===== config.mk =====
export PLATFORM = sky130hd
export DESIGN_NAME = moisture_percent_alarm
export DESIGN_NICKNAME = d
export VERILOG_FILES = /design/src/sv/mpa_pkg.sv /design/src/sv/mpa_div.sv /design/src/sv/moisture_percent_alarm.sv
export SDC_FILE = /design/constraint.sdc
export NUM_CORES = 1
export LEC_CHECK = 0
export ABC_AREA = 1
export BUFFER_PORTS_ARGS = -buffer_cell sky130_fd_sc_hd__clkbuf_2
export CORE_MARGIN = 2
export CORE_UTILIZATION = 56
export DETAILED_ROUTE_END_ITERATION = 7
export PLACE_DENSITY = 0.71
export SETUP_SLACK_MARGIN = 0.1
export SLEW_MARGIN = 20
export SYNTH_ARGS = -nofsm -noshare
export SYNTH_HDL_FRONTEND = slang
export SYNTH_SLANG_ARGS = --single-unit

===== constraint.sdc =====
create_clock -name clock -period 5.79 [get_ports clock]
set_input_delay 0.579 -clock clock [delete_from_list [all_inputs] [get_ports clock]]
set_output_delay 0.579 -clock clock [all_outputs]
set_load 0.01 [all_outputs]

===== src/sv/mpa_pkg.sv =====
package mpa_pkg;

   localparam int SAMPLE_BITS = 12;
   localparam int CAL_BITS    = 12;
   localparam int THR_BITS    = 7;
   localparam int CMP_BITS    = (SAMPLE_BITS > CAL_BITS) ? SAMPLE_BITS : CAL_BITS;
   localparam int NUM_BITS    = 22;
   localparam int TENTHS_BITS = 10;
   localparam int WHOLE_BITS  = 7;
   localparam int DIGIT_BITS  = 4;
   localparam int CNT_BITS    = $clog2(NUM_BITS);
   localparam int CSR_IDX_BITS = 2;

   localparam logic [NUM_BITS-1:0]    SCALE_TENTHS = NUM_BITS'(1000);
   localparam int                     DIV10_BITS   = TENTHS_BITS + 13;
   localparam logic [DIV10_BITS-1:0]  DIV10_MUL    = DIV10_BITS'(6554);
   localparam int                     DIV10_SHIFT  = 16;
   localparam logic [WHOLE_BITS-1:0]  SATURATED_PERCENT = WHOLE_BITS'(85);

   localparam logic [CAL_BITS-1:0] DRY_RESET = CAL_BITS'(4095);
   localparam logic [CAL_BITS-1:0] WET_RESET = CAL_BITS'(0);
   localparam logic [THR_BITS-1:0] THR_RESET = THR_BITS'(30);

   localparam logic [1:0] LED_OK  = 2'd0;
   localparam logic [1:0] LED_WET = 2'd1;
   localparam logic [1:0] LED_RED = 2'd2;

   typedef enum logic [CSR_IDX_BITS-1:0] {
      CSR_DRY_LEVEL       = 2'd0,
      CSR_WET_LEVEL       = 2'd1,
      CSR_ALARM_THRESHOLD = 2'd2
   } csr_index_type;

   typedef enum logic [2:0] {
      ST_IDLE,
      ST_MUL,
      ST_START,
      ST_DIV,
      ST_SCALE,
      ST_SPLIT
   } state_type;

   typedef struct packed {
      logic [SAMPLE_BITS-1:0] raw_sample;
      logic                   mute_active;
   } req_payload_type;

   typedef struct packed {
      logic [WHOLE_BITS-1:0] percent_whole;
      logic [DIGIT_BITS-1:0] percent_tenth;
      logic                  alarm;
      logic                  message_select;
      logic [1:0]            led_color;
      logic                  buzzer_drive;
      logic                  mute_clear;
   } rsp_payload_type;

endpackage


===== src/sv/mpa_div.sv =====
module mpa_div (
   input  logic                          clock,
   input  logic                          reset,
   input  logic                          start,
   input  logic [mpa_pkg::NUM_BITS-1:0]  numerator,
   input  logic [mpa_pkg::CAL_BITS-1:0]  denominator,
   output logic                          done,
   output logic [mpa_pkg::TENTHS_BITS-1:0] quotient
);
   import mpa_pkg::*;

   logic                 running_ff, running_in;
   logic                 done_ff, done_in;
   logic [CNT_BITS-1:0]  cnt_ff, cnt_in;
   logic [CAL_BITS-1:0]  rem_ff, rem_in;
   logic [NUM_BITS-1:0]  qn_ff, qn_in;
   logic [CAL_BITS-1:0]  den_ff, den_in;
   logic [CAL_BITS:0]    trial;
   logic [CAL_BITS:0]    diff;
   logic                 fits;
   logic                 last;

   assign trial = {rem_ff, qn_ff[NUM_BITS-1]};
   assign diff  = trial - {1'b0, den_ff};
   assign fits  = (trial >= {1'b0, den_ff});
   assign last  = (cnt_ff == CNT_BITS'(NUM_BITS - 1));

   always_comb begin
      running_in = running_ff;
      done_in    = 1'b0;
      cnt_in     = cnt_ff;
      rem_in     = rem_ff;
      qn_in      = qn_ff;
      den_in     = den_ff;
      if (start) begin
         running_in = 1'b1;
         cnt_in     = '0;
         rem_in     = '0;
         qn_in      = numerator;
         den_in     = denominator;
      end else if (running_ff) begin
         rem_in = fits ? diff[CAL_BITS-1:0] : trial[CAL_BITS-1:0];
         qn_in  = {qn_ff[NUM_BITS-2:0], fits};
         cnt_in = cnt_ff + CNT_BITS'(1);
         if (last) begin
            running_in = 1'b0;
            done_in    = 1'b1;
         end
      end
   end

   always_ff @(posedge clock) begin
      if (reset) begin
         running_ff <= 1'b0;
         done_ff    <= 1'b0;
      end else begin
         running_ff <= running_in;
         done_ff    <= done_in;
      end
      cnt_ff <= cnt_in;
      rem_ff <= rem_in;
      qn_ff  <= qn_in;
      den_ff <= den_in;
   end

   assign done     = done_ff;
   assign quotient = qn_ff[TENTHS_BITS-1:0];

endmodule


===== src/sv/moisture_percent_alarm.sv =====
// Soil moisture percentage with low-moisture alarm.
//
// Input channel (req_valid / req_stall / req_data): one raw converter sample
// and the user's mute flag per transfer. Result channel (rsp_valid /
// rsp_stall / rsp_data): one result per input, in order: whole percent,
// tenth digit, alarm, alert message select, LED color, buzzer and mute clear.
// Calibration (dry level, wet level, alarm threshold) is written through the
// csr_ port. Write only while no sample is in flight; this is not enforced.
//
// A new sample is taken in the cycle after the result is loaded, so no
// sample is accepted while one is in flight. The tenths come from a single
// restoring divider, one quotient bit per cycle over a 22-bit dividend,
// plus a multiply before it and the scale and split steps after it.
// The result sits in an output register: a new sample is accepted while it
// waits. If the receiver still stalls when the next result is ready, the
// block holds that result internally and accepts nothing until it moves.
// Reset restores the calibration defaults, clears both alert phases and
// empties the result register.
module moisture_percent_alarm (
   input  logic                              clock,
   input  logic                              reset,
   input  logic                              req_valid,
   output logic                              req_stall,
   input  mpa_pkg::req_payload_type          req_data,
   output logic                              rsp_valid,
   input  logic                              rsp_stall,
   output mpa_pkg::rsp_payload_type          rsp_data,
   input  logic                              csr_we,
   input  logic [mpa_pkg::CSR_IDX_BITS-1:0]  csr_index,
   input  logic [mpa_pkg::CAL_BITS-1:0]      csr_wdata
);
   import mpa_pkg::*;

   state_type state_ff, state_in;

   logic [CAL_BITS-1:0]    dry_ff, dry_in;
   logic [CAL_BITS-1:0]    wet_ff, wet_in;
   logic [THR_BITS-1:0]    thr_ff, thr_in;
   logic                   msg_phase_ff, msg_phase_in;
   logic                   buz_phase_ff, buz_phase_in;

   logic [CAL_BITS-1:0]    diff_ff, diff_in;
   logic [CAL_BITS-1:0]    den_ff, den_in;
   logic                   mute_ff, mute_in;
   logic [NUM_BITS-1:0]    num_ff, num_in;
   logic [TENTHS_BITS-1:0] tenths_ff, tenths_in;
   logic [WHOLE_BITS-1:0]  whole_ff, whole_in;

   logic                   rsp_valid_ff, rsp_valid_in;
   rsp_payload_type        rsp_data_ff, rsp_data_in;

   logic                   accept;
   logic                   div_start;
   logic                   div_done;
   logic [TENTHS_BITS-1:0] quotient;
   logic                   load_out;
   logic                   out_free;

   logic [CMP_BITS-1:0]    sample_x, dry_x, wet_x, clamp_x;
   logic [DIV10_BITS-1:0]  scaled;
   logic [TENTHS_BITS-1:0] times_ten;
   logic                   is_alarm;

   mpa_div u_div (
      .clock       (clock),
      .reset       (reset),
      .start       (div_start),
      .numerator   (num_ff),
      .denominator (den_ff),
      .done        (div_done),
      .quotient    (quotient)
   );

   assign out_free = !rsp_valid_ff || !rsp_stall;
   assign accept   = req_valid && !req_stall;

   // next state
   always_comb begin
      state_in = state_ff;
      unique case (state_ff)
         ST_IDLE:  if (req_valid) state_in = ST_MUL;
         ST_MUL:   state_in = ST_START;
         ST_START: state_in = ST_DIV;
         ST_DIV:   if (div_done) state_in = ST_SCALE;
         ST_SCALE: state_in = ST_SPLIT;
         ST_SPLIT: if (out_free) state_in = ST_IDLE;
         default:  state_in = ST_IDLE;
      endcase
   end

   // state outputs
   always_comb begin
      req_stall = 1'b1;
      div_start = 1'b0;
      load_out  = 1'b0;
      unique case (state_ff)
         ST_IDLE:  req_stall = 1'b0;
         ST_START: div_start = 1'b1;
         ST_SPLIT: load_out  = out_free;
         default:  req_stall = 1'b1;
      endcase
   end

   always_comb begin
      dry_in = dry_ff;
      wet_in = wet_ff;
      thr_in = thr_ff;
      if (csr_we) begin
         unique case (csr_index)
            CSR_DRY_LEVEL:       dry_in = csr_wdata;
            CSR_WET_LEVEL:       wet_in = csr_wdata;
            CSR_ALARM_THRESHOLD: thr_in = csr_wdata[THR_BITS-1:0];
            default:             thr_in = thr_ff;
         endcase
      end
   end

   // clamp on transfer
   always_comb begin
      sample_x = CMP_BITS'(req_data.raw_sample);
      dry_x    = CMP_BITS'(dry_ff);
      wet_x    = CMP_BITS'(wet_ff);
      clamp_x  = sample_x;
      if (clamp_x > dry_x) clamp_x = dry_x;
      if (clamp_x < wet_x) clamp_x = wet_x;
      diff_in = diff_ff;
      den_in  = den_ff;
      mute_in = mute_ff;
      if (accept) begin
         mute_in = req_data.mute_active;
         if (dry_ff > wet_ff) begin
            diff_in = dry_ff - clamp_x[CAL_BITS-1:0];
            den_in  = dry_ff - wet_ff;
         end else begin
            diff_in = '0;
            den_in  = CAL_BITS'(1);
         end
      end
   end

   assign num_in = (state_ff == ST_MUL) ? NUM_BITS'(NUM_BITS'(diff_ff) * SCALE_TENTHS)
                                        : num_ff;

   assign scaled    = DIV10_BITS'(quotient) * DIV10_MUL;
   assign tenths_in = (state_ff == ST_SCALE) ? quotient : tenths_ff;
   assign whole_in  = (state_ff == ST_SCALE) ? scaled[DIV10_SHIFT +: WHOLE_BITS] : whole_ff;

   assign times_ten = TENTHS_BITS'({whole_ff, 3'b000}) + TENTHS_BITS'({whole_ff, 1'b0});
   assign is_alarm  = (whole_ff < thr_ff);

   always_comb begin
      rsp_data_in  = rsp_data_ff;
      msg_phase_in = msg_phase_ff;
      buz_phase_in = buz_phase_ff;
      rsp_valid_in = rsp_valid_ff && rsp_stall;
      if (load_out) begin
         rsp_valid_in                = 1'b1;
         rsp_data_in.percent_whole   = whole_ff;
         rsp_data_in.percent_tenth   = DIGIT_BITS'(tenths_ff - times_ten);
         rsp_data_in.alarm           = is_alarm;
         rsp_data_in.message_select  = 1'b0;
         rsp_data_in.buzzer_drive    = 1'b0;
         rsp_data_in.mute_clear      = 1'b0;
         if (is_alarm) begin
            rsp_data_in.message_select = msg_phase_ff;
            rsp_data_in.led_color      = LED_RED;
            rsp_data_in.buzzer_drive   = buz_phase_ff && !mute_ff;
            msg_phase_in               = !msg_phase_ff;
            buz_phase_in               = !buz_phase_ff;
         end else begin
            rsp_data_in.mute_clear = 1'b1;
            rsp_data_in.led_color  = (whole_ff >= SATURATED_PERCENT) ? LED_WET : LED_OK;
         end
      end
   end

   always_ff @(posedge clock) begin
      if (reset) begin
         state_ff     <= ST_IDLE;
         dry_ff       <= DRY_RESET;
         wet_ff       <= WET_RESET;
         thr_ff       <= THR_RESET;
         msg_phase_ff <= 1'b0;
         buz_phase_ff <= 1'b0;
         rsp_valid_ff <= 1'b0;
      end else begin
         state_ff     <= state_in;
         dry_ff       <= dry_in;
         wet_ff       <= wet_in;
         thr_ff       <= thr_in;
         msg_phase_ff <= msg_phase_in;
         buz_phase_ff <= buz_phase_in;
         rsp_valid_ff <= rsp_valid_in;
      end
      diff_ff     <= diff_in;
      den_ff      <= den_in;
      mute_ff     <= mute_in;
      num_ff      <= num_in;
      tenths_ff   <= tenths_in;
      whole_ff    <= whole_in;
      rsp_data_ff <= rsp_data_in;
   end

   assign rsp_valid = rsp_valid_ff;
   assign rsp_data  = rsp_data_ff;

endmodule


* Word-level counts from Yosys, hierarchy flattened
Index checks and enable logic that the tools add are counted.
** Storage, ports and cells
- Logic and storage cells :: 90
- Output and inout port bits :: 19
- Memory bits (writable) :: 0
- Memories kept :: 0
- ROM bits :: 0
- Latch bits :: 0
- Bits of input ports :: 32
- Register bits :: 162
** Cells by class
- Add/sub/neg operators :: 6
- Reduce and logical (&&, ||, !) cells :: 18
- Muxes and demuxes :: 19
- Bitwise logic cells :: 1
- Eq/ne operators :: 11
- Div/mod/pow operators :: 0
- Multipliers :: 2
- Shifts and indexed selects :: 0
- Magnitude comparators :: 6
** Operators by type and width (count)
- $mux W22 :: 2
- $mux W12 :: 3
- $sub A12 B12 Y12 :: 3
- $gt A12 B12 Y1 :: 2
- $mul A10 B12 Y22 const B :: 1
- $mul A12 B7 Y19 const B :: 1
- $pmux W3 S6 :: 1
- $ge A13 B12 Y1 :: 1
- $lt A12 B12 Y1 :: 1
- $mux W1 :: 10
- $mux W3 :: 3
- $reduce_and A2 Y1 :: 4
- $ge A7 B7 Y1 const B :: 1
- $lt A7 B7 Y1 :: 1
- $eq A3 B2 Y1 const B :: 2
- $eq A3 B3 Y1 const B :: 2
- $add A5 B1 Y5 const B :: 1
- $eq A5 B5 Y1 const B :: 1
- $logic_not A1 Y1 :: 5
- $add A4 B4 Y4 :: 1
- $ne A2 B2 Y1 const B :: 2
- $sub A4 B4 Y4 :: 1
- $eq A3 B1 Y1 const B :: 1
- $logic_and A1 B1 Y1 :: 3
- other kinds (10) :: 10

* Logic depth before layout (Yosys ltp)
Gate-level depths: netlist (run 1).
- Depth in word-level cells :: 5
- Depth in mapped cells :: 38
- Gate-level depth less buffers :: 37

* By module
A second synthesis (run 1) with hierarchy kept.
** Second synthesis, totals
- Cell total of the unflattened synthesis :: 1361
- Area, all modules :: 12360.6 µm²
** By module, submodules not included
- moisture_percent_alarm :: cells an instance 974, area an instance 9306.4 µm², times used 1, seq. area each 2902.8 µm²
- mpa_div :: cells an instance 387, area an instance 3054.2 µm², times used 1, seq. area each 1401.3 µm²

* Worst setup path after synthesis (run 1)
Ideal clock, no wire load.
- Kind :: input -> register
- Start :: input req_data[12] (netlist name)
- End :: register diff_ff[10], data pin
- Stages on the path :: 33
- Library setup time :: 0.257 ns
- Buffers on the path :: 2
- Data arrival time :: 4.431 ns
- Slack :: 1.102 ns
- Required time :: 5.533 ns
- Cell sequence :: ha_1 > nand2_1 > inv_2 > nand2_1 > inv_1 > nand2_1 > nand3_1 > nand2_2 > clkbuf_1 > nand2_1 > o21ai_1 > ha_1 > a21oi_1 > o21a_1 > o221a_2 > nand2_2 > buf_2 > a31oi_1 > ha_1 > inv_1 > fa_1 > a21oi_1 > o21bai_1 > nand2_1 > nand2_1 > a21oi_1 > o21ai_1 > nand2_1 > inv_2 > nor2_1 > nor2_1 > nor3_1 > nor2_1
** Between the ends
- Longest elaborated chain between the ends :: 5
** Ends and longest elaborated chain
- start, declared :: RTL line moisture_percent_alarm.sv:24 : input mpa_pkg::req_payload_type req_data,
- $gt A12 B12 Y1 :: RTL line moisture_percent_alarm.sv:124 : if (clamp_x > dry_x) clamp_x = dry_x;
- $mux W12 (*) :: RTL line moisture_percent_alarm.sv:124
- $lt A12 B12 Y1 :: RTL line moisture_percent_alarm.sv:125 : if (clamp_x < wet_x) clamp_x = wet_x;
- $mux W12 (*) :: RTL line moisture_percent_alarm.sv:125
- $sub A12 B12 Y12 (*) :: RTL line moisture_percent_alarm.sv:132 : diff_in = dry_ff - clamp_x[CAL_BITS-1:0];
- end signal, assigned :: RTL line moisture_percent_alarm.sv:195 : diff_ff <= diff_in;
- end, declared :: RTL line moisture_percent_alarm.sv:42 : logic [CAL_BITS-1:0] diff_ff, diff_in;
Mark *: on every way between the ends. The rest lies on a longest branch, timed or not.
A chain may end at the register's enable or synchronous reset.

* Worst setup path after layout (run 1)
- Start :: register dry_ff[6]
- End :: register diff_ff[10], data pin
** Between the ends
- Longest elaborated chain between the ends :: 5
- Elaborated cells between the ends (all ways) :: 6
- Classes of those cells :: add/sub (1); order compare (3); mux (2)
** Ends and longest elaborated chain
- start, declared :: RTL line moisture_percent_alarm.sv:36 : logic [CAL_BITS-1:0] dry_ff, dry_in;
- start signal, assigned :: RTL line moisture_percent_alarm.sv:188 : dry_ff <= dry_in;
- $gt A12 B12 Y1 :: RTL line moisture_percent_alarm.sv:124
- $mux W12 :: RTL line moisture_percent_alarm.sv:124
- $lt A12 B12 Y1 :: RTL line moisture_percent_alarm.sv:125
- $mux W12 :: RTL line moisture_percent_alarm.sv:125
- $sub A12 B12 Y12 :: RTL line moisture_percent_alarm.sv:132
Several ways; a longest one is shown, not always the timed one.

==> results of run 1 <==
-- worst paths after layout --
check / cells after the start / endpoint
worst max-delay path: 30 / diff_ff[10]
worst min-delay path: 1 / mute_ff
worst max register to register: 30 / diff_ff[10]
worst min register to register: 0 / u_div.den_ff[2]
-- through the flow --
step / setup WS [ns] / instances
2_1_floorplan: 1.102 / 1263
5_1_grt: 0.1363 / 1603
3_3_place_gp: 0.7461 / 1571
3_5_place_dp: 0.5008 / 1571
4_1_cts: 0.5866 / 1603
6_report: 0.5807 / 1603
-- area by class of cell --
| cell class | count | area (µm²) |
|---|---|---|
| clock buffer | 18 | 429.2 |
| sequential | 162 | 4304 |
| fill | 1745 | 7914 |
| clock inverter | 14 | 138.9 |
| multi-input combinational | 892 | 6905 |
| tap | 275 | 344.1 |
| inverter | 188 | 705.7 |
| timing repair buffer | 54 | 280.3 |
-- per-layer routing --
layer	up-vias	share of wire, %	GRT usage [%]
met5	-	0	0
met4	0	1.6	6.509
met3	28	2.4	3.848
met2	115	49	39.73
met1	4084	47	30.09
li1	4366	-	-
-- worst max-delay path: cells and delay by family (launching register included) --
family | cells | cell delay, ns
buffers and inverters | 3 | 0.22
and+or+nand+nor | 13 | 1.65
AOI/OAI and AO/OA | 10 | 1.54
DFF | 1 | 0.44
adders and majority gates | 4 | 1.20
-- cells in the mapped netlist (2+ instances only) --
cell and n:
clkinv_1 4, o31ai_1 4, inv_2 11, xor2_1 31, o21bai_1 5, o211ai_1 22
o21a_1 3, fa_1 67, nand3_1 22, a31oi_1 6, nor3_1 18, nor4_1 2
nand4_1 8, edfxtp_1 106, nand2_2 18, a21oi_1 102, xnor2_1 18, nor2_1 74
nor3b_1 4, clkbuf_1 14, buf_2 4, o21ai_0 42, and3_1 2, o21ai_1 14
a21o_1 5, or2_2 2, a211oi_1 2, dfxtp_1 56, ha_1 176, inv_1 173
o211ai_2 8, nand2_1 225
-- registers in the layout, indices dropped and copies added (netlist names), 12 cells and up --
signal / flops
num_ff: 19
diff_ff: 12
dry_ff: 12
u_div.qn_ff: 22
den_ff: 12
rsp_data: 17
u_div.den_ff: 12
u_div.rem_ff: 12
wet_ff: 12
-- timing repair --
action / 4_1_cts / 5_1_grt
endpoints found under the setup margin: 0 / 1
gates resized for setup: 0 / 1
endpoints found under the hold margin: 0 / 0
-- kinds of logic (layout without fill, tap and decap cells) --
family                   after synthesis  after routing  synth area share, %
XOR/XNOR                              49             49                3.575
buffers and inverters                209            274                6.806
flip-flops                           162            162                35.85
adder cells (fa/ha/maj)              243            243                29.52
AO/OA/AOI/OAI                        219            219                10.80
AND/OR/NAND/NOR                      381            381                13.46
-- cells in the final DEF, fill, tap and decap left out, types with 4 or more instances in the layout --
cell,instances
inv_1,173
o21ai_1,14
fa_1,67
clkbuf_16,17
nor3_1,17
buf_4,4
o31ai_1,4
inv_2,11
o21bai_1,5
edfxtp_1,106
a21o_1,5
nand2_1,225
nand3_1,22
xnor2_1,18
clkinv_1,5
dfxtp_1,56
nand2_2,17
nor3b_1,4
clkinv_2,5
o211ai_2,8
o211ai_1,22
nand4_1,8
a31oi_1,6
nor2_1,72
a21oi_1,102
ha_1,176
o21ai_0,42
clkbuf_2,50
xor2_1,31
==> metrics.md, run 1 <==
| Metric | Value |
|---|---|
| Outcome | `complete, no violations` |
| CTS tree | `built` |
| Clk sink count | `162` |
| Area contributors post-synth | `edfxtp_1, ha_1, fa_1` |
| Ys Warns | `0` |
| Type of the worst setup path | `reg -> reg` |
| Fin. max-slew vios | `0` |
| Port bufs | `50` |
| Hpwl dp | `19.20 mm` |
| Hold_ws | `0.3203 ns` |
| Num rows | `53` |
| HP Start | `req_data[0]` |
| Initial Util | `57.11%` |
| GRT Total Usage | `23.08%` |
| Total grt overflow | `0` |
| RSZ-0062 raised after global routing | `false` |
| Worst EP arrival | `5.50 ns` |
| Max incr delay on CP | `0.44 ns` |
| Slew margin rel. | `35.15%` |
| Avg Inst Size Synth | `9.505 µm²` |
| Ports | `51` |
| Critical Path Sink Type | `register` |
| Unique cell type count in the Yosys netlist | `47` |
| Global-route wire length before repair | `40.97 mm` |
| Final wirelength | `24.24 mm` |
| Largest net degree at the start of global routing | `42` |
| Setup TNS | `0 ns` |
| Root buf cell | `clkbuf_16` |
| # H-tree levels | `4` |
| Beginning of the critical path | `dry_ff[6]` |
| Hold Fails Final Rpt | `0` |
| Seq/Total Area, Yosys | `35.85%` |
| Final setup fails | `0` |
| Fin nets | `1590` |
| Share of flip-flops with an asynchronous set or reset | `0%` |
| Finished Cell Area | `13110 µm²` |
| DIE AREA | `22620 µm²` |
| Post-CTS Setup Inserts | `0` |
| R2r startpoint | `dry_ff[6]` |
| Clk buf depth | `2` |
| Number of global-route vias before repair | `8666` |
| Post-synth EDFFs | `106` |
| Max Clk Rate | `192.0 MHz` |
| Die width | `150.4 µm` |
| Num CTS Buffers | `17` |
| Area leader, netlist | `edfxtp_1` |
| Main flop type after synthesis | `edfxtp_1` |
| Placed cell area | `12530 µm²` |
| Vias | `8593` |
| Critical-path top delay cell | `dfxtp_1` |
| Drt wl/cell | `15.12 µm` |
| Initial antenna violation count | `0` |
| Syn nets | `1538` |
| Max-Cap Viols | `0` |
| Post-Synthesis Cells | `1263` |
| Share of layout cells above drive strength 1 | `10.02%` |
| Die Height | `150.4 µm` |
| Cell Area, Synth | `12010 µm²` |
| Final min period | `5.209 ns` |
| Post-DRT Antenna Nets | `0` |
| Ant. Diodes | `0` |
| Hold buffer count at cts | `0` |
| Yosys reg bits | `162` |
| First DRT Iteration DRCs | `487` |
| Clk Latency, worst-skew pair | `0.44 ns` |
| Worst slew pin tran | `0.9717 ns` |
| Avg Vias per Cell | `5.361` |
| Core Box Area | `21020 µm²` |
| Reg2Reg Setup Slack | `0.58 ns` |
| GPL Wtd Cong | `0.8839` |
| Crit path top cell by count | `nand2_1` |
| Worst Hold Class | `in -> reg` |
| CP Data Required Time | `6.08 ns` |
| Final core occ | `62.35%` |
| Crit path max fanout | `23` |
| Clk slew on worst S/H paths | `0.07 ns` |
| CP Launch Type | `register` |
| Post-synth top area share | `26.51%` |
| Clock skew | `0.01313 ns` |
| Drt pass-1 iters | `5` |
| Area Growth Syn to Fin | `9.182%` |
| Final period util | `89.97%` |
| DRC errors left | `0` |
Power of run 1 is not shown: default switching activity piles up to over one toggle a cycle in this logic, so the estimate is an artifact.
==> run 2: changes to the inputs <==
==> constraint.sdc (replaced) <==
create_clock -name clock -period 5.79 [get_ports clock]
set_input_delay 0.2895 -clock clock [delete_from_list [all_inputs] [get_ports clock]]
set_output_delay 0.2895 -clock clock [all_outputs]
set_load 0.01 [all_outputs]
==> run 2 against run 1 <==
Clock skew is 0.0048 ns lower. Count of clock-buffer cells in the layout is 1 lower. Global-route usage hardly changed. Flip-flop and latch count stayed put. Sequential share of layout area hardly changed. First-iteration DRC count is 7.2% lower. Cell count stayed put. Worst hold slack worse by 0.28 ns. Via count is 0.23% lower. Utilization is 0.060 points lower. Fmax is 3.2% higher. Critical path depth is 2 higher.
==> metrics.md, run 2 (synthesized netlist as in run 1, its figures left out) <==
| Metric | Value |
|---|---|
| Worst Hold Class | `in -> reg (unchanged)` |
| Max-Cap Viols | `0 (unchanged)` |
| GRT Total Usage | `23.07% (was 23.08%)` |
| Crit path max fanout | `23 (unchanged)` |
| Clk Latency, worst-skew pair | `0.44 ns (about the same)` |
| Type of the worst setup path | `reg -> reg (unchanged)` |
| Dpl cells | `1571 (unchanged)` |
| CTS tree | `built (unchanged)` |
| Total grt overflow | `0 (unchanged)` |
| Num CTS Buffers | `17 (unchanged)` |
| Pre-CTS setup slack | `0.6850 ns (was 0.5008 ns)` |
| Clk slew on worst S/H paths | `0.07 ns (about the same)` |
| RR Endpoint | `diff_ff[10] (unchanged)` |
| Worst EP arrival | `5.24 ns (was 5.50 ns)` |
| RSZ-0062 raised after global routing | `false (unchanged)` |
| Die width | `150.4 µm (unchanged)` |
| Fin nets | `1590 (unchanged)` |
| DIE AREA | `22620 µm² (unchanged)` |
| # H-tree levels | `4 (unchanged)` |
| Ant. Diodes | `0 (unchanged)` |
| Area Growth Syn to Fin | `9.078% (was 9.182%)` |
| HP Start | `req_data[0] (unchanged)` |
| R2r startpoint | `dry_ff[1] (was dry_ff[6])` |
| Finished Cell Area | `13100 µm² (was 13110 µm²)` |
| Num rows | `53 (unchanged)` |
| Avg Vias per Cell | `5.348 (was 5.361)` |
| Ports | `51 (unchanged)` |
| Post-CTS Setup Inserts | `0 (unchanged)` |
| First DRT Iteration DRCs | `452 (was 487)` |
| Drt wl/cell | `15.15 µm (was 15.12 µm)` |
| Hold Crit Depth | `1 (unchanged)` |
| Reg2Reg Depth | `32 (was 30)` |
| Number of global-route vias before repair | `8561 (was 8666)` |
| Clk buf depth | `2 (unchanged)` |
| Drt pass-1 iters | `5 (unchanged)` |
| Setup TNS | `0 ns (unchanged)` |
| Commonest non-fill, non-tap cell in the layout | `nand2_1 (unchanged)` |
| CP Launch Type | `register (unchanged)` |
| GPL Wtd Cong | `0.8987 (was 0.8839)` |
| Core Box Area | `21020 µm² (unchanged)` |
| Placed cell area | `12530 µm² (unchanged)` |
| Final min period | `5.050 ns (was 5.209 ns)` |
| Worst slew pin tran | `1.044 ns (was 0.9717 ns)` |
| Filler instances | `1693 (was 1745)` |
| Critical-path top delay cell | `dfxtp_1 (unchanged)` |
| Footprint of the multi-input gates | `6903 µm² (was 6905 µm²)` |
| Clk sink count | `162 (unchanged)` |
| Outcome | `complete, no violations (unchanged)` |
| Hold Fails Final Rpt | `0 (unchanged)` |
| Slew margin rel. | `30.18% (was 35.15%)` |
| Crit path top cell by count | `nand2_1 (unchanged)` |
| Most frequent cells in the layout | `nand2_1, ha_1, inv_1 (unchanged)` |
| Die Height | `150.4 µm (unchanged)` |
| Fin. max-slew vios | `0 (unchanged)` |
| Hold Path End | `mute_ff (unchanged)` |
| Vias | `8573 (was 8593)` |
| Share of layout cells above drive strength 1 | `10.02% (unchanged)` |
| Max Clk Rate | `198.0 MHz (was 192.0 MHz)` |
| Initial Util | `57.11% (unchanged)` |
| Final setup fails | `0 (unchanged)` |
| Final period util | `87.21% (was 89.97%)` |
| Sequential Area | `4304 µm² (unchanged)` |
| Global-route wire length before repair | `40.87 mm (was 40.97 mm)` |
| Hpwl dp | `18.95 mm (was 19.20 mm)` |
| DRC errors left | `0 (unchanged)` |
| Register with the most flip-flops | `u_div.qn_ff (unchanged)` |
| Port bufs | `50 (unchanged)` |
| Final wirelength | `24.28 mm (was 24.24 mm)` |
| Post-DRT Antenna Nets | `0 (unchanged)` |
| Max FFs per register | `22 (unchanged)` |
| Root buf cell | `clkbuf_16 (unchanged)` |
| Worst setup margin | `0.7404 ns (was 0.5807 ns)` |
| Clock skew | `0.008314 ns (was 0.01313 ns)` |
| Critical Path Sink Type | `register (unchanged)` |
| Initial antenna violation count | `0 (unchanged)` |
| Max incr delay on CP | `0.41 ns (was 0.44 ns)` |
| Layout Cells excl Fill | `1603 (unchanged)` |
| Reg2Reg Setup Slack | `0.74 ns (was 0.58 ns)` |
| CP Data Required Time | `5.98 ns (was 6.08 ns)` |
| Largest net degree at the start of global routing | `42 (unchanged)` |
## run 2: worst max-delay path by stage
stage | start | endpoint | cells past startpoint
2_1_floorplan | dry_ff[1] | diff_ff[10] | 34
3_3_place_gp | dry_ff[1] | diff_ff[10] | 32
3_5_place_dp | dry_ff[1] | diff_ff[10] | 32
4_1_cts | dry_ff[1] | diff_ff[10] | 32
5_1_grt | dry_ff[9] | diff_ff[10] | 34
6_report | dry_ff[1] | diff_ff[10] | 32
## run 2: per-stage QoR
step | util, % | hold WS (ns)
global placement | 59.62 | 0.4092
detailed placement | 59.62 | 0.4161
global route | 62.29 | 0.03332
CTS | 62.27 | 0.02642
finish | 62.29 | 0.04158
floorplan | - | 0.3586
## run 2: worst max-delay path, delay by kind of cell (launching register included)
| family | cells | cell delay, ns |
|---|---|---|
| DFF | 1 | 0.41 |
| AOI/OAI and AO/OA | 9 | 1.45 |
| buffers and inverters | 3 | 0.24 |
| adders and majority gates | 4 | 1.21 |
| and+or+nand+nor | 16 | 1.49 |
## run 2: repair_timing
item	4_1_cts	5_1_grt
gates resized for setup	0	1
setup endpoints to repair	0	1
hold buffers	0	0
## run 2: layout make-up
class                   count  share of cell area (%)
multi-input cells         892                   52.71
flip-flops and latches    162                   32.87
inverters                 188                   5.389
clock buffers              17                   3.249
well taps                 275                   2.628
repair buffers             54                   2.140
clock inverters            15                   1.013
## run 2: per-layer routing
metal	global-route usage, %	wire [µm]	share of wire, %	up-vias
met5	0	0	0	-
met2	39.57	11910	49	153
met4	7.830	537	2.2	0
met1	30.31	11060	46	4033
met3	2.848	776	3.2	39
li1	-	-	-	4348
Power of run 2 is left out for the same reason.
==> run 3: changes to the inputs <==
--- a/config.mk
+++ b/config.mk
@@ -9,8 +9,10 @@
 export BUFFER_PORTS_ARGS = -buffer_cell sky130_fd_sc_hd__clkbuf_2
 export CORE_MARGIN = 2
 export CORE_UTILIZATION = 56
+export CTS_CLUSTER_SIZE = 12
 export DETAILED_ROUTE_END_ITERATION = 7
 export PLACE_DENSITY = 0.71
+export REMOVE_ABC_BUFFERS = 1
 export SETUP_SLACK_MARGIN = 0.1
 export SLEW_MARGIN = 20
 export SYNTH_ARGS = -nofsm -noshare
==> run 3 against run 2 <==
Critical path depth grew 1. Worst setup slack lost 0.065 ns. First-iteration DRC count shrank 25%. Clock skew grew 0.0086 ns. Via count grew 0.20%. Routed wire length shrank 0.78%. Fmax shrank 1.3%. Utilization shrank 0.089 points. Critical endpoint unchanged. Largest cell class unchanged. Highest routed layer unchanged.
==> metrics.md, run 3 (synthesized netlist as in run 1, its figures left out) <==
| Metric | Value |
|---|---|
| Largest net degree at the start of global routing | `42 (unchanged)` |
| DRC errors left | `0 (unchanged)` |
| Core Box Area | `21020 µm² (unchanged)` |
| Register with the most flip-flops | `u_div.qn_ff (unchanged)` |
| Clk sink count | `162 (unchanged)` |
| RSZ-0062 raised after global routing | `false (unchanged)` |
| Avg Vias per Cell | `5.355 (was 5.348)` |
| Worst Setup EP | `diff_ff[10] (unchanged)` |
| Type of the worst setup path | `reg -> reg (unchanged)` |
| Max-Cap Viols | `0 (unchanged)` |
| Most frequent cells in the layout | `nand2_1, ha_1, inv_1 (unchanged)` |
| Post-DRT Antenna Nets | `0 (unchanged)` |
| # H-tree levels | `4 (unchanged)` |
| Final min period | `5.115 ns (was 5.050 ns)` |
| Beginning of the critical path | `dry_ff[11] (was dry_ff[1])` |
| R2r startpoint | `dry_ff[11] (was dry_ff[1])` |
| Levels on crit path | `33 (was 32)` |
| Share of layout cells above drive strength 1 | `10.08% (was 10.02%)` |
| Final setup fails | `0 (unchanged)` |
| Commonest non-fill, non-tap cell in the layout | `nand2_1 (unchanged)` |
| Clock skew | `0.01688 ns (was 0.008314 ns)` |
| Outcome | `complete, no violations (unchanged)` |
| Slew margin rel. | `34.25% (was 30.18%)` |
| Worst path bufs/invs | `4 (was 3)` |
| Crit path max fanout | `23 (unchanged)` |
| Crit path top cell by count | `nand2_1 (unchanged)` |
| Hold buffer count at cts | `0 (unchanged)` |
| Top delay family on crit path | `simple AND/OR/NAND/NOR gates (unchanged)` |
| RR Endpoint | `diff_ff[10] (unchanged)` |
| Worst EP arrival | `5.31 ns (was 5.24 ns)` |
| Max incr delay on CP | `0.40 ns (was 0.41 ns)` |
| Die Height | `150.4 µm (unchanged)` |
| Critical Path Sink Type | `register (unchanged)` |
| Vias | `8590 (was 8573)` |
| First DRT Iteration DRCs | `338 (was 452)` |
| Die width | `150.4 µm (unchanged)` |
| Reg2Reg Setup Slack | `0.68 ns (was 0.74 ns)` |
| DIE AREA | `22620 µm² (unchanged)` |
| Fin. max-slew vios | `0 (unchanged)` |
| Hold Fails Final Rpt | `0 (unchanged)` |
| Clk buf depth | `2 (unchanged)` |
| Setup TNS | `0 ns (unchanged)` |
| Total grt overflow | `0 (unchanged)` |
| Number of global-route vias before repair | `8740 (was 8561)` |
| Max FFs per register | `22 (unchanged)` |
| Post_cts resized | `0 (unchanged)` |
| CP Data Required Time | `5.99 ns (was 5.98 ns)` |
| Port bufs | `50 (unchanged)` |
| CTS tree | `built (unchanged)` |
| GRT Total Usage | `23.10% (was 23.07%)` |
| CP Launch Type | `register (unchanged)` |
| Ports | `51 (unchanged)` |
| Clk slew on worst S/H paths | `0.07 ns (about the same)` |
| Ant. Diodes | `0 (unchanged)` |
| Num CTS Buffers | `17 (unchanged)` |
| Final period util | `88.34% (was 87.21%)` |
| Global-route wire length before repair | `40.91 mm (was 40.87 mm)` |
| Post-CTS Setup Inserts | `0 (unchanged)` |
| Fin nets | `1591 (was 1590)` |
| Reg2Reg Depth | `33 (was 32)` |
| GPL Wtd Cong | `0.9247 (was 0.8987)` |
| Clk Latency, worst-skew pair | `0.44 ns (about the same)` |
| Worst slew pin tran | `0.9851 ns (was 1.044 ns)` |
| Max Clk Rate | `195.5 MHz (was 198.0 MHz)` |
| Worst Hold Class | `in -> reg (unchanged)` |
| Drt pass-1 iters | `4 (was 5)` |
| Final wirelength | `24.09 mm (was 24.28 mm)` |
| Critical-path top delay cell | `fa_1 (was dfxtp_1)` |
| Initial Util | `57.11% (unchanged)` |
| Num rows | `53 (unchanged)` |
| Area Growth Syn to Fin | `8.921% (was 9.078%)` |
| Drt wl/cell | `15.02 µm (was 15.15 µm)` |
| Hpwl dp | `19.14 mm (was 18.95 mm)` |
| Initial antenna violation count | `0 (unchanged)` |
| Root buf cell | `clkbuf_16 (unchanged)` |
## run 3: how the worst min path moves through the flow
stage                     start               to  slack (ns)  cells after the start
floorplan                 reset        rsp_valid        0.36                      1
global placement      den_ff[2]  u_div.den_ff[2]        0.41                      0
detailed placement    den_ff[5]  u_div.den_ff[5]        0.42                      0
CTS                 req_data[0]          mute_ff        0.03                      1
global route        req_data[0]          mute_ff        0.03                      1
finish              req_data[0]          mute_ff        0.04                      1
## run 3: worst register-to-register path, delay by kind of cell, from the launching register on
family                     cells  cell delay [ns]
buffers and inverters          4             0.25
and+or+nand+nor               17             1.88
AOI/OAI and AO/OA              8             1.22
adders and majority gates      4             1.18
DFF                            1             0.34
## run 3: routing by layer
metal / track usage [%] / vias up / part of all wire (%)
li1: - / 4360 / -
met5: 0 / - / 0
met3: 4.121 / 55 / 2.9
met2: 39.16 / 134 / 49
met1: 29.11 / 4041 / 45
met4: 9.811 / 0 / 3.5
## run 3: through the flow
step | cell area [µm²] | setup slack, ns | hold slack (ns) | cells | util [%]
after detailed placement | 12540 | 0.7779 | 0.4161 | 1572 | 59.65
after CTS | 13070 | 0.7559 | 0.02733 | 1604 | 62.19
final | 13080 | 0.6751 | 0.04386 | 1604 | 62.20
after global routing | 13080 | 0.1362 | 0.02722 | 1604 | 62.20
after floorplan | 11890 | 1.299 | 0.3586 | 1242 | -
after global placement | 12540 | 0.8968 | 0.4108 | 1572 | 59.65
## run 3: layout make-up
type | instances | area [µm²]
fillers | 1766 | 7945
multi-input cells | 892 | 6900
flip-flops and latches | 162 | 4304
inverters | 188 | 705.7
clock buffers | 17 | 425.4
well taps | 275 | 344.1
repair buffers | 55 | 287.8
clock inverters | 15 | 108.9
Power of run 3 is left out for the same reason.
